**config.mk**
```make
export PLATFORM = sky130hd
export DESIGN_NAME = sbq_ctrl
export DESIGN_NICKNAME = d
export VERILOG_FILES = /design/src/rtl/sbq_pkg.sv /design/src/rtl/sbq_ctrl.sv
export SDC_FILE = /design/constraint.sdc
export NUM_CORES = 1
export LEC_CHECK = 0
export ABC_CLOCK_PERIOD_IN_PS = 15400
export BUFFER_PORTS_ARGS = -buffer_cell sky130_fd_sc_hd__buf_2
export CORE_MARGIN = 3
export CORE_UTILIZATION = 61
export DETAILED_ROUTE_END_ITERATION = 8
export HOLD_SLACK_MARGIN = 0.15
export PLACE_DENSITY_LB_ADDON = 0.25
export SKIP_LAST_GASP = 1
export SLEW_MARGIN = 5
export SYNTH_ARGS = -nofsm -noshare
export SYNTH_HDL_FRONTEND = slang
export SYNTH_SLANG_ARGS = --single-unit
export TNS_END_PERCENT = 5
```
**constraint.sdc**
```tcl
create_clock -name clk -period 15.4 [get_ports clk]
set_input_delay 2.31 -clock clk [delete_from_list [all_inputs] [get_ports clk]]
set_output_delay 2.31 -clock clk [all_outputs]
set_load 0.005 [all_outputs]
```
**src/rtl/sbq_pkg.sv**
```systemverilog
// shared types and constants for the serial byte queues
`default_nettype none

package sbq_pkg;

  localparam int unsigned QUEUE_DEPTH_DEF = 2048;
  localparam int unsigned BURST_LEN       = 16;
  localparam int unsigned CNT_W           = $clog2(BURST_LEN);
  localparam int unsigned FILL_W          = 12;
  localparam int unsigned BYTE_W          = 8;

  // input operation codes
  typedef enum logic [2:0] {
    OP_HOST_WRITE  = 3'd0,
    OP_HOST_READ   = 3'd1,
    OP_RX_BYTE     = 3'd2,
    OP_TX_READY    = 3'd3,
    OP_KICK        = 3'd4,
    OP_MODEM_STAT  = 3'd5,
    OP_LINE_STAT   = 3'd6
  } op_t;

  // result kinds
  typedef enum logic [2:0] {
    KIND_ACCEPTED  = 3'd0,
    KIND_READ_DATA = 3'd1,
    KIND_READ_EMPTY = 3'd2,
    KIND_TX_BYTE   = 3'd3,
    KIND_NOTHING   = 3'd4
  } kind_t;

  // controller states
  typedef enum logic {
    ST_IDLE = 1'b0,
    ST_BUSY = 1'b1
  } state_t;

  // one result beat
  typedef struct packed {
    logic              line_seen;
    logic [BYTE_W-1:0] lsr_byte;
    logic              modem_seen;
    logic [BYTE_W-1:0] msr_byte;
    logic [FILL_W-1:0] tx_fill;
    logic [FILL_W-1:0] rx_fill;
    logic              dropped;
    logic              last;
    logic [BYTE_W-1:0] data;
    kind_t             kind;
  } result_t;

endpackage

`default_nettype wire

```
**src/rtl/sbq_ctrl.sv**
```systemverilog
// queue pointers, status capture, sequencer and output register
`default_nettype none

module sbq_ctrl #(
  parameter int unsigned DEPTH = sbq_pkg::QUEUE_DEPTH_DEF,
  parameter int unsigned AW    = $clog2(DEPTH)
) (
  input  wire logic                       clk,
  input  wire logic                       rst,
  input  wire logic                       cfg_we,
  input  wire logic                       cfg_wdata,
  input  wire logic                       in_valid,
  output logic                            in_ready,
  input  wire sbq_pkg::op_t               in_op,
  input  wire logic [sbq_pkg::BYTE_W-1:0] in_byte,
  output logic                            out_valid,
  input  wire logic                       out_ready,
  output sbq_pkg::result_t                out_res,
  output logic                            rx_we,
  output logic      [AW-1:0]              rx_waddr,
  output logic      [sbq_pkg::BYTE_W-1:0] rx_wdata,
  output logic      [AW-1:0]              rx_raddr,
  input  wire logic [sbq_pkg::BYTE_W-1:0] rx_rdata,
  output logic                            tx_we,
  output logic      [AW-1:0]              tx_waddr,
  output logic      [sbq_pkg::BYTE_W-1:0] tx_wdata,
  output logic      [AW-1:0]              tx_raddr,
  input  wire logic [sbq_pkg::BYTE_W-1:0] tx_rdata
);

  localparam int unsigned PW  = $clog2(2 * DEPTH);
  localparam int unsigned FXW = (PW > sbq_pkg::FILL_W) ? PW : sbq_pkg::FILL_W;
  localparam logic [PW-1:0] PTR_LAST = PW'(2 * DEPTH - 1);
  localparam logic [PW:0]   PTR_SPAN = (PW + 1)'(2 * DEPTH);
  localparam logic [PW-1:0] DEPTH_P  = PW'(DEPTH);

  // pointer helpers, pointers run modulo twice the depth
  function automatic logic [PW-1:0] ptr_inc(input logic [PW-1:0] p);
    ptr_inc = (p == PTR_LAST) ? '0 : p + PW'(1);
  endfunction

  function automatic logic [AW-1:0] ptr_slot(input logic [PW-1:0] p);
    logic [PW-1:0] s;
    s = (p >= DEPTH_P) ? p - DEPTH_P : p;
    ptr_slot = s[AW-1:0];
  endfunction

  function automatic logic [PW-1:0] fill_of(input logic [PW-1:0] w, input logic [PW-1:0] r);
    logic [PW:0] f;
    f = {1'b0, w} + ((w < r) ? PTR_SPAN : '0) - {1'b0, r};
    fill_of = f[PW-1:0];
  endfunction

  function automatic logic [sbq_pkg::FILL_W-1:0] fill_out(input logic [PW-1:0] f);
    logic [FXW-1:0] x;
    x = FXW'(f);
    fill_out = x[sbq_pkg::FILL_W-1:0];
  endfunction

  sbq_pkg::state_t state, state_next;

  logic [PW-1:0] rx_wr, rx_wr_next, rx_rd, rx_rd_next;
  logic [PW-1:0] tx_wr, tx_wr_next, tx_rd, tx_rd_next;
  logic [sbq_pkg::BYTE_W-1:0] msr_byte, msr_byte_next;
  logic [sbq_pkg::BYTE_W-1:0] lsr_byte, lsr_byte_next;
  logic modem_seen, modem_seen_next, line_seen, line_seen_next;
  logic [sbq_pkg::CNT_W-1:0] cnt, cnt_next, lim_m1;
  logic is_16550;
  sbq_pkg::op_t op;
  logic [sbq_pkg::BYTE_W-1:0] byte_val;

  logic out_free, load, done;
  logic [PW-1:0] rx_fill_now, tx_fill_now, tx_fill_after;
  sbq_pkg::result_t res;

  assign out_free    = !out_valid || out_ready;
  assign rx_fill_now = fill_of(rx_wr, rx_rd);
  assign tx_fill_now = fill_of(tx_wr, tx_rd);
  assign tx_fill_after = tx_fill_now - PW'(1);
  assign lim_m1 = (op == sbq_pkg::OP_TX_READY && is_16550) ?
                  sbq_pkg::CNT_W'(sbq_pkg::BURST_LEN - 1) : '0;

  // memory addresses, reads track the pointer being loaded
  assign rx_waddr = ptr_slot(rx_wr);
  assign tx_waddr = ptr_slot(tx_wr);
  assign rx_wdata = byte_val;
  assign tx_wdata = byte_val;
  assign rx_raddr = ptr_slot(rx_rd_next);
  assign tx_raddr = ptr_slot(tx_rd_next);

  // next state
  always_comb begin
    state_next = state;
    unique case (state)
      sbq_pkg::ST_IDLE: if (in_valid) state_next = sbq_pkg::ST_BUSY;
      sbq_pkg::ST_BUSY: if (done) state_next = sbq_pkg::ST_IDLE;
      default:          state_next = sbq_pkg::ST_IDLE;
    endcase
  end

  // per-operation datapath
  always_comb begin
    in_ready          = (state == sbq_pkg::ST_IDLE);
    load              = 1'b0;
    done              = 1'b0;
    rx_we             = 1'b0;
    tx_we             = 1'b0;
    rx_wr_next        = rx_wr;
    rx_rd_next        = rx_rd;
    tx_wr_next        = tx_wr;
    tx_rd_next        = tx_rd;
    cnt_next          = cnt;
    msr_byte_next     = msr_byte;
    modem_seen_next   = modem_seen;
    lsr_byte_next     = lsr_byte;
    line_seen_next    = line_seen;
    res               = '0;
    res.kind          = sbq_pkg::KIND_ACCEPTED;
    res.last          = 1'b1;
    if (state == sbq_pkg::ST_BUSY && out_free) begin
      load = 1'b1;
      done = 1'b1;
      case (op) inside
        sbq_pkg::OP_HOST_WRITE: begin
          if (tx_fill_now >= DEPTH_P) begin
            res.dropped = 1'b1;
          end else begin
            tx_we      = 1'b1;
            tx_wr_next = ptr_inc(tx_wr);
          end
        end
        sbq_pkg::OP_RX_BYTE: begin
          if (rx_fill_now >= DEPTH_P) begin
            res.dropped = 1'b1;
          end else begin
            rx_we      = 1'b1;
            rx_wr_next = ptr_inc(rx_wr);
          end
        end
        sbq_pkg::OP_HOST_READ: begin
          if (rx_fill_now == '0) begin
            res.kind = sbq_pkg::KIND_READ_EMPTY;
          end else begin
            res.kind   = sbq_pkg::KIND_READ_DATA;
            res.data   = rx_rdata;
            rx_rd_next = ptr_inc(rx_rd);
          end
        end
        sbq_pkg::OP_TX_READY, sbq_pkg::OP_KICK: begin
          if (tx_fill_now == '0) begin
            res.kind = sbq_pkg::KIND_NOTHING;
            cnt_next = '0;
          end else begin
            res.kind   = sbq_pkg::KIND_TX_BYTE;
            res.data   = tx_rdata;
            tx_rd_next = ptr_inc(tx_rd);
            res.last   = (cnt == lim_m1) || (tx_fill_after == '0);
            done       = res.last;
            cnt_next   = res.last ? '0 : cnt + sbq_pkg::CNT_W'(1);
          end
        end
        sbq_pkg::OP_MODEM_STAT: begin
          msr_byte_next   = byte_val;
          modem_seen_next = 1'b1;
        end
        sbq_pkg::OP_LINE_STAT: begin
          lsr_byte_next  = byte_val;
          line_seen_next = 1'b1;
        end
        default: begin
          load = 1'b0;
        end
      endcase
    end
    res.rx_fill    = fill_out(fill_of(rx_wr_next, rx_rd_next));
    res.tx_fill    = fill_out(fill_of(tx_wr_next, tx_rd_next));
    res.msr_byte   = msr_byte_next;
    res.modem_seen = modem_seen_next;
    res.lsr_byte   = lsr_byte_next;
    res.line_seen  = line_seen_next;
  end

  // control registers
  always_ff @(posedge clk) begin
    if (rst) begin
      state        <= sbq_pkg::ST_IDLE;
      rx_wr        <= '0;
      rx_rd        <= '0;
      tx_wr        <= '0;
      tx_rd        <= '0;
      cnt          <= '0;
      msr_byte     <= '0;
      modem_seen   <= 1'b0;
      lsr_byte     <= '0;
      line_seen    <= 1'b0;
      is_16550     <= 1'b0;
      out_valid    <= 1'b0;
    end else begin
      state        <= state_next;
      rx_wr        <= rx_wr_next;
      rx_rd        <= rx_rd_next;
      tx_wr        <= tx_wr_next;
      tx_rd        <= tx_rd_next;
      cnt          <= cnt_next;
      msr_byte     <= msr_byte_next;
      modem_seen   <= modem_seen_next;
      lsr_byte     <= lsr_byte_next;
      line_seen    <= line_seen_next;
      if (cfg_we) begin
        is_16550 <= cfg_wdata;
      end
      if (load) begin
        out_valid <= 1'b1;
      end else if (out_ready) begin
        out_valid <= 1'b0;
      end
    end
  end

  // input capture and result register
  always_ff @(posedge clk) begin
    if (in_valid && in_ready) begin
      op       <= in_op;
      byte_val <= in_byte;
    end
    if (load) begin
      out_res <= res;
    end
  end

endmodule

`default_nettype wire

```
==> run_results.csv, run 1 <==
group,metric,value,unit
setup_path,cpPeakStageDelay,840,ps
clocking,htreeDepth,4,
setup_path,r2r_setup_slack,9280,ps
setup_path,cp.required,13090,ps
logic_synthesis,synth-edff-count,66,
hold_path,min_from,"line_seen",
clocking,cts_sinks,139,
timing,fmax,0.148,GHz
logic_synthesis,synth_top_area_share,23.9,%
floorplan,ioPinCount,152,
logic_synthesis,yosysUniqueCellTypes,74,
floorplan,die_w,123,um
floorplan,initial_core_util,64.1,%
timing,period_share,43.8,%
logic_synthesis,synth.area.top_cells,"edfxtp_1 24%, dfxtp_1 18%, ha_1 7.4%, buf_4 4.7%, nor2b_1 3.8%",
timing,timing.final.crit_period,6740,ps
clocking,post_cts_buffers,0,
global_route,grt_antenna_before_repair,0,
global_route,grt_pass1_vias,6308,
run_status,status,"complete, no violations",
hold_path,hold_class,"reg2reg",
hold_path,min_path_cells,1,
finish,final_cell_mix,"151 x buf_2, 83 x nor2_1, 73 x dfxtp_1",
finish,mostFrequentLayoutCell,"buf_2",
clocking,cts_tree,"built",
hold_path,worstHoldEndpoint,"out_res[54]",
flow_run,maxCapViolations,0,
timing,slew_headroom,25.6,%
logic_synthesis,synthArstFlopShare,0,%
setup_path,path_buf_inv,3,
setup_path,rr_worst_depth,21,
timing,finalSetupViolCount,0,
timing,clock_skew,7.48,ps
logic_synthesis,yosys_most_used_dff,"dfxtp_1",
clocking,cts_root_buffer,"clkbuf_16",
drt,antenna_left,0,
setup_path,path_class,"in2out",
setup_path,critPathMaxFanout,17,
floorplan,fp-row-count,41,
finish,area.growth.synth_to_final,13.2,%
global_route,grt_pass1_wl,30.9,mm
setup_path,cp_top_family,"simple AND/OR/NAND/NOR gates",
place,port_buffers,151,
logic_synthesis,yosysWarnings,0,
drt,viasPerCell,5.76,
power,p_per_area,90.6,nW/um2
global_route,gr-total-overflow,0,
logic_synthesis,syn_area,8290,um2
place,dp_hpwl,14.3,mm
clocking,cts-buffers-inserted,17,
timing,maxSlewViolCount,0,
setup_path,cpMostUsedCell,"buf_2",
drt,num_vias,6657,
logic_synthesis,netlist_instances,872,
clocking,cts_resized,0,
logic_synthesis,ys_ff_latch,139,
drt,wire_per_inst,17.1,um
drt,drt-initial-drc-count,471,
setup_path,r2r-start,"tx_wr[0]",
setup_path,arrival,4430,ps
finish,num_antenna_cells,0,
timing,tightest_slew,1110,ps
clocking,cts_buffer_depth,2,
drt,dr.pass1.iters,5,
drt,drcViolationCount,0,
place,gp_congestion,0.941,
floorplan,core_area,12900,um2
setup_path,end_kind,"output pin",
clocking,clkSlewWorstSetupHoldPaths,60,ps
floorplan,die_area,15000,um2
finish,drive_gt1_share,22.6,%
setup_path,crit_slowest_cell,"nor2_1",
finish,fin_nets,1057,
floorplan,chipHeight,123,um
power,p_leak,4.25,nW
setup_path,startpoint_type,"input pin",
global_route,grt.total_usage,26.3,%
timing,rsz0062_at_grt,"no",
finish,fillCellCount,1009,
power,ir_drop,71.3,uV
clocking,hold_buffers,0,
logic_synthesis,yosysTopAreaCell,"edfxtp_1",
setup_path,crit_chain,"buf_2 > nand2b_1 > nand2_1 > nor2_1 > and2_4 > a41oi_1 > inv_1 > buf_2",
logic_synthesis,synth_fp_nets,958,
logic_synthesis,ys_seq_area_share,41.5,%
drt,wl,19.7,mm
setup_path,timing.rr.end,"out_res[35]",
timing,fin_tns_setup,0,ps
global_route,grt_max_degree,77,
timing,hold_violations,0,
power,p_total,0.000851,W
logic_synthesis,syn_avg_cell_area,9.51,um2
clocking,clk_latency,430,ps
[metal layers]
metal	track usage (%)	vias up	part of all wire, %
met2	45.3	237	49
li1	-	3249	-
met3	5.39	32	6.6
met5	0	-	0
met4	9.24	0	1.7
met1	33.0	3139	42
[stage by stage]
stage          instances  hold WS (ps)  cell area (um2)  setup WS, ps  utilization [%]
3_5_place_dp        1124           494             8810          8710             68.1
6_report            1156           506             9390          8660             72.6
2_1_floorplan        872           452             8290          9390                -
4_1_cts             1156           507             9390          8700             72.6
5_1_grt             1156           543             9390          8460             72.6
3_3_place_gp        1124           485             8810          8800             68.1
[report_power, final]
| part | internal, W | switching (W) | leakage (nW) |
|---|---|---|---|
| combinational | 0.0000174 | 0.0000265 | 2.75 |
| sequential | 0.000399 | 0.00000499 | 1.23 |
| clock | 0.000234 | 0.000169 | 0.278 |
| total | 0.000651 | 0.000200 | 4.25 |
[synthesized netlist by cell type, types with 3 or more instances]
cell type / count
a2111oi_0: 5
a21boi_0: 5
a21o_1: 12
a21oi_1: 28
a22o_1: 9
a311oi_1: 4
a31o_2: 5
a31oi_1: 8
and2_1: 6
and3_1: 11
buf_4: 52
clkbuf_1: 19
dfxtp_1: 73
edfxtp_1: 66
fa_1: 4
ha_1: 49
inv_1: 70
mux2_2: 17
mux2i_1: 8
nand2_1: 43
nand2b_1: 11
nand3_1: 26
nand3b_1: 3
nand4_1: 14
nor2_1: 83
nor2b_1: 51
nor3_1: 20
nor3b_1: 5
nor4_1: 11
o211ai_1: 6
o21a_1: 6
o21ai_0: 26
o21bai_1: 5
o31a_1: 5
o31ai_1: 6
or2_2: 5
or3_1: 5
xnor2_1: 30
xor2_1: 12
[worst max-delay path by stage]
stage,slack (ps),cells past startpoint,to,from
5_1_grt,8460,16,rx_raddr[7],rx_wr[0]
2_1_floorplan,9390,9,rx_raddr[8],out_ready
3_3_place_gp,8800,8,tx_raddr[9],out_ready
6_report,8660,8,tx_raddr[9],out_ready
3_5_place_dp,8710,8,tx_raddr[9],out_ready
4_1_cts,8700,8,tx_raddr[9],out_ready
[cell type report]
class / count / area (um2) / area share [%]
Clock buffer: 19 / 453 / 4.82
Inverter: 71 / 267 / 2.84
Clock inverter: 13 / 131 / 1.40
Timing Repair Buffer: 155 / 786 / 8.37
Sequential cell: 139 / 3440 / 36.7
Tap cell: 172 / 215 / 2.29
Multi-Input combinational cell: 587 / 4100 / 43.6
[state kept, by name (all words and copies together) (netlist names), 3 cells and up]
register and cells:
out_res 55, rx_rd 12, rx_wr 12, tx_rd 12, tx_wr 12, lsr_byte 8, msr_byte 8, rx_wdata 8
cnt 4, op 3
[cells by family (layout without fill, tap and decap cells)]
| group | after synthesis | count (layout) | share of synthesized area [%] |
|---|---|---|---|
| flops | 139 | 139 | 41.5 |
| fa+ha+maj | 53 | 53 | 8.36 |
| xor+xnor | 44 | 44 | 4.98 |
| mux | 25 | 25 | 3.27 |
| buf+inv | 146 | 258 | 9.08 |
| simple gates | 306 | 306 | 19.2 |
| compound gates | 159 | 159 | 13.6 |
(Power assumes the default switching activity.)
==> run 2: changes to the inputs <==
- ABC_CLOCK_PERIOD_IN_PS: 15400 -> 5700
- CORE_UTILIZATION: 61 -> 51
- clock period: 15.4 -> 5.7 ns (I/O delays scaled with it)
==> run 2 against run 1 <==
Against the previous run: global-route usage shrank 4.2 points; first-iteration DRC count shrank 14%; routed wire length grew 0.73%; cell area grew 2.7%; critical path type is now reg2reg; largest power group is now the clock network; highest routed layer is now met5.
==> run_results.csv, run 2 (synthesis results as in run 1) <==
group,metric,value,unit
run_status,status,"complete, no violations",
floorplan,ioPinCount,152,
clocking,cts_tree,"built",
floorplan,die_w,134,um
timing,fin_tns_setup,0,ps
global_route,grt_antenna_before_repair,2,
clocking,cts_sinks,139,
timing,slew_headroom,28.5,%
power,p_total,0.00231,W
setup_path,startpoint_type,"register",
clocking,cts-buffers-inserted,17,
setup_path,arrival,5620,ps
finish,largest_reg_flops,55,
timing,finalSetupViolCount,0,
global_route,gr-total-overflow,0,
hold_path,min_path_cells,1,
power,ir_drop,201,uV
place,gp_congestion,0.889,
setup_path,cp.required,5850,ps
clocking,htreeDepth,4,
setup_path,crit_chain,"inv_1 > ha_1 > inv_1 > fa_1 > nand2b_1 > a2111oi_0 > nand4_1 > a2111oi_2 > o2111ai_1 > nor4_2 > buf_4 > or2_2 > a21o_1 > ha_1 > inv_1 > a21o_1 > a21o_1 > a21oi_1 > o21bai_1 > a21o_1 > a41o_1 > o41a_1 > xnor3_1",
global_route,grt_pass1_wl,31.6,mm
timing,clock_skew,8.81,ps
drt,wire_per_inst,16.4,um
clocking,cts_root_buffer,"clkbuf_16",
timing,period_share,96.0,%
power,p_per_area,240,nW/um2
drt,dr.pass1.iters,5,
drt,num_vias,6680,
finish,drive_gt1_share,24.8,%
setup_path,rr_worst_depth,23,
hold_path,hold_class,"reg2reg",
finish,top_register,"out_res",
clocking,post_cts_buffers,0,
global_route,grt_pass1_vias,6283,
floorplan,chipHeight,134,um
place,port_buffers,151,
floorplan,initial_core_util,53.4,%
timing,maxSlewViolCount,0,
timing,timing.final.crit_period,5470,ps
place,dp_hpwl,14.9,mm
setup_path,crit_slowest_cell,"xnor3_1",
finish,area.growth.synth_to_final,16.3,%
flow_run,maxCapViolations,0,
global_route,grt_max_degree,56,
power,p_leak,4.37,nW
setup_path,cpPeakStageDelay,420,ps
setup_path,path_class,"reg2reg",
finish,final_cell_mix,"151 x buf_2, 83 x nor2_1, 72 x dfxtp_1",
floorplan,fp-row-count,45,
floorplan,die_area,17800,um2
drt,wl,19.9,mm
floorplan,core_area,15500,um2
setup_path,end_kind,"register",
global_route,grt.total_usage,22.1,%
drt,viasPerCell,5.50,
drt,drt-initial-drc-count,407,
drt,drcViolationCount,0,
finish,mostFrequentLayoutCell,"buf_2",
drt,antenna_left,0,
setup_path,critPathMaxFanout,13,
clocking,clk_latency,430,ps
clocking,clkSlewWorstSetupHoldPaths,70,ps
timing,rsz0062_at_grt,"yes",
timing,hold_violations,0,
setup_path,cpMostUsedCell,"a21o_1",
timing,fmax,0.183,GHz
timing,tightest_slew,1070,ps
clocking,cts_buffer_depth,2,
finish,fin_nets,1076,
[run 2: changes by cell type in the layout (fill, tap and decap cells not counted), moves of 2 or more]
cell,delta
clkinv_8,+2
clkbuf_8,-2
inv_8,+4
a21boi_0,-3
a21boi_1,+3
clkinv_4,-3
buf_4,+19
[run 2: cell type report]
cell class	count	area (um2)
Antenna cell	1	2.50
Clock buffer	17	425
Clock inverter	15	166
Fill cell	1387	5900
Inverter	71	267
Multi-Input combinational cell	587	4140
Sequential cell	139	3440
Tap cell	211	264
Timing Repair Buffer	174	928
[run 2: final timing paths]
kind / startpoint / endpoint / slack [ps]
min reg2reg: line_seen / out_res[54] / 500
max: rx_wr[0] / out_res[24] / 230
max reg2reg: rx_wr[0] / out_res[24] / 230
min: line_seen / out_res[54] / 500
[run 2: where the power goes]
group          total [W]  switching, W  internal [W]
clock network    0.00110      0.000509      0.000592
registers        0.00109     0.0000123       0.00108
logic           0.000123     0.0000731     0.0000501
total            0.00231      0.000594       0.00172
[run 2: timing repair]
item                       in CTS  in global routing
hold buffers                    0                  0
setup endpoints to repair       2                  6
gates resized for setup         3                 11
pin swaps                       0                  4
[run 2: metal layers]
metal,GRT usage (%),vias up,share of wire [%]
met5,0,-,0.080
met4,7.71,2,2.2
met3,4.49,31,4.6
met2,37.9,206,48
met1,28.0,3137,45
li1,-,3304,-
[run 2: metrics by stage]
stage,worst slack [ps],hold WS [ps],cell area [um2],utilization (%),std cells
2_1_floorplan,281,452,8290,-,872
3_3_place_gp,111,468,9000,57.9,1182
3_5_place_dp,-81.6,485,9000,57.9,1182
4_1_cts,34.1,499,9600,61.8,1214
5_1_grt,-137,508,9640,62.0,1215
6_report,230,497,9640,62.0,1215
[run 2: worst max-delay path: cells and delay by family, from the launching register on]
family / cells / cell delay (ps)
and+or+nand+nor: 4 / 730
DFF: 1 / 330
adders and majority gates: 3 / 770
AOI/OAI and AO/OA: 11 / 2470
xor gates and xnor gates: 1 / 420
buffers and inverters: 4 / 460
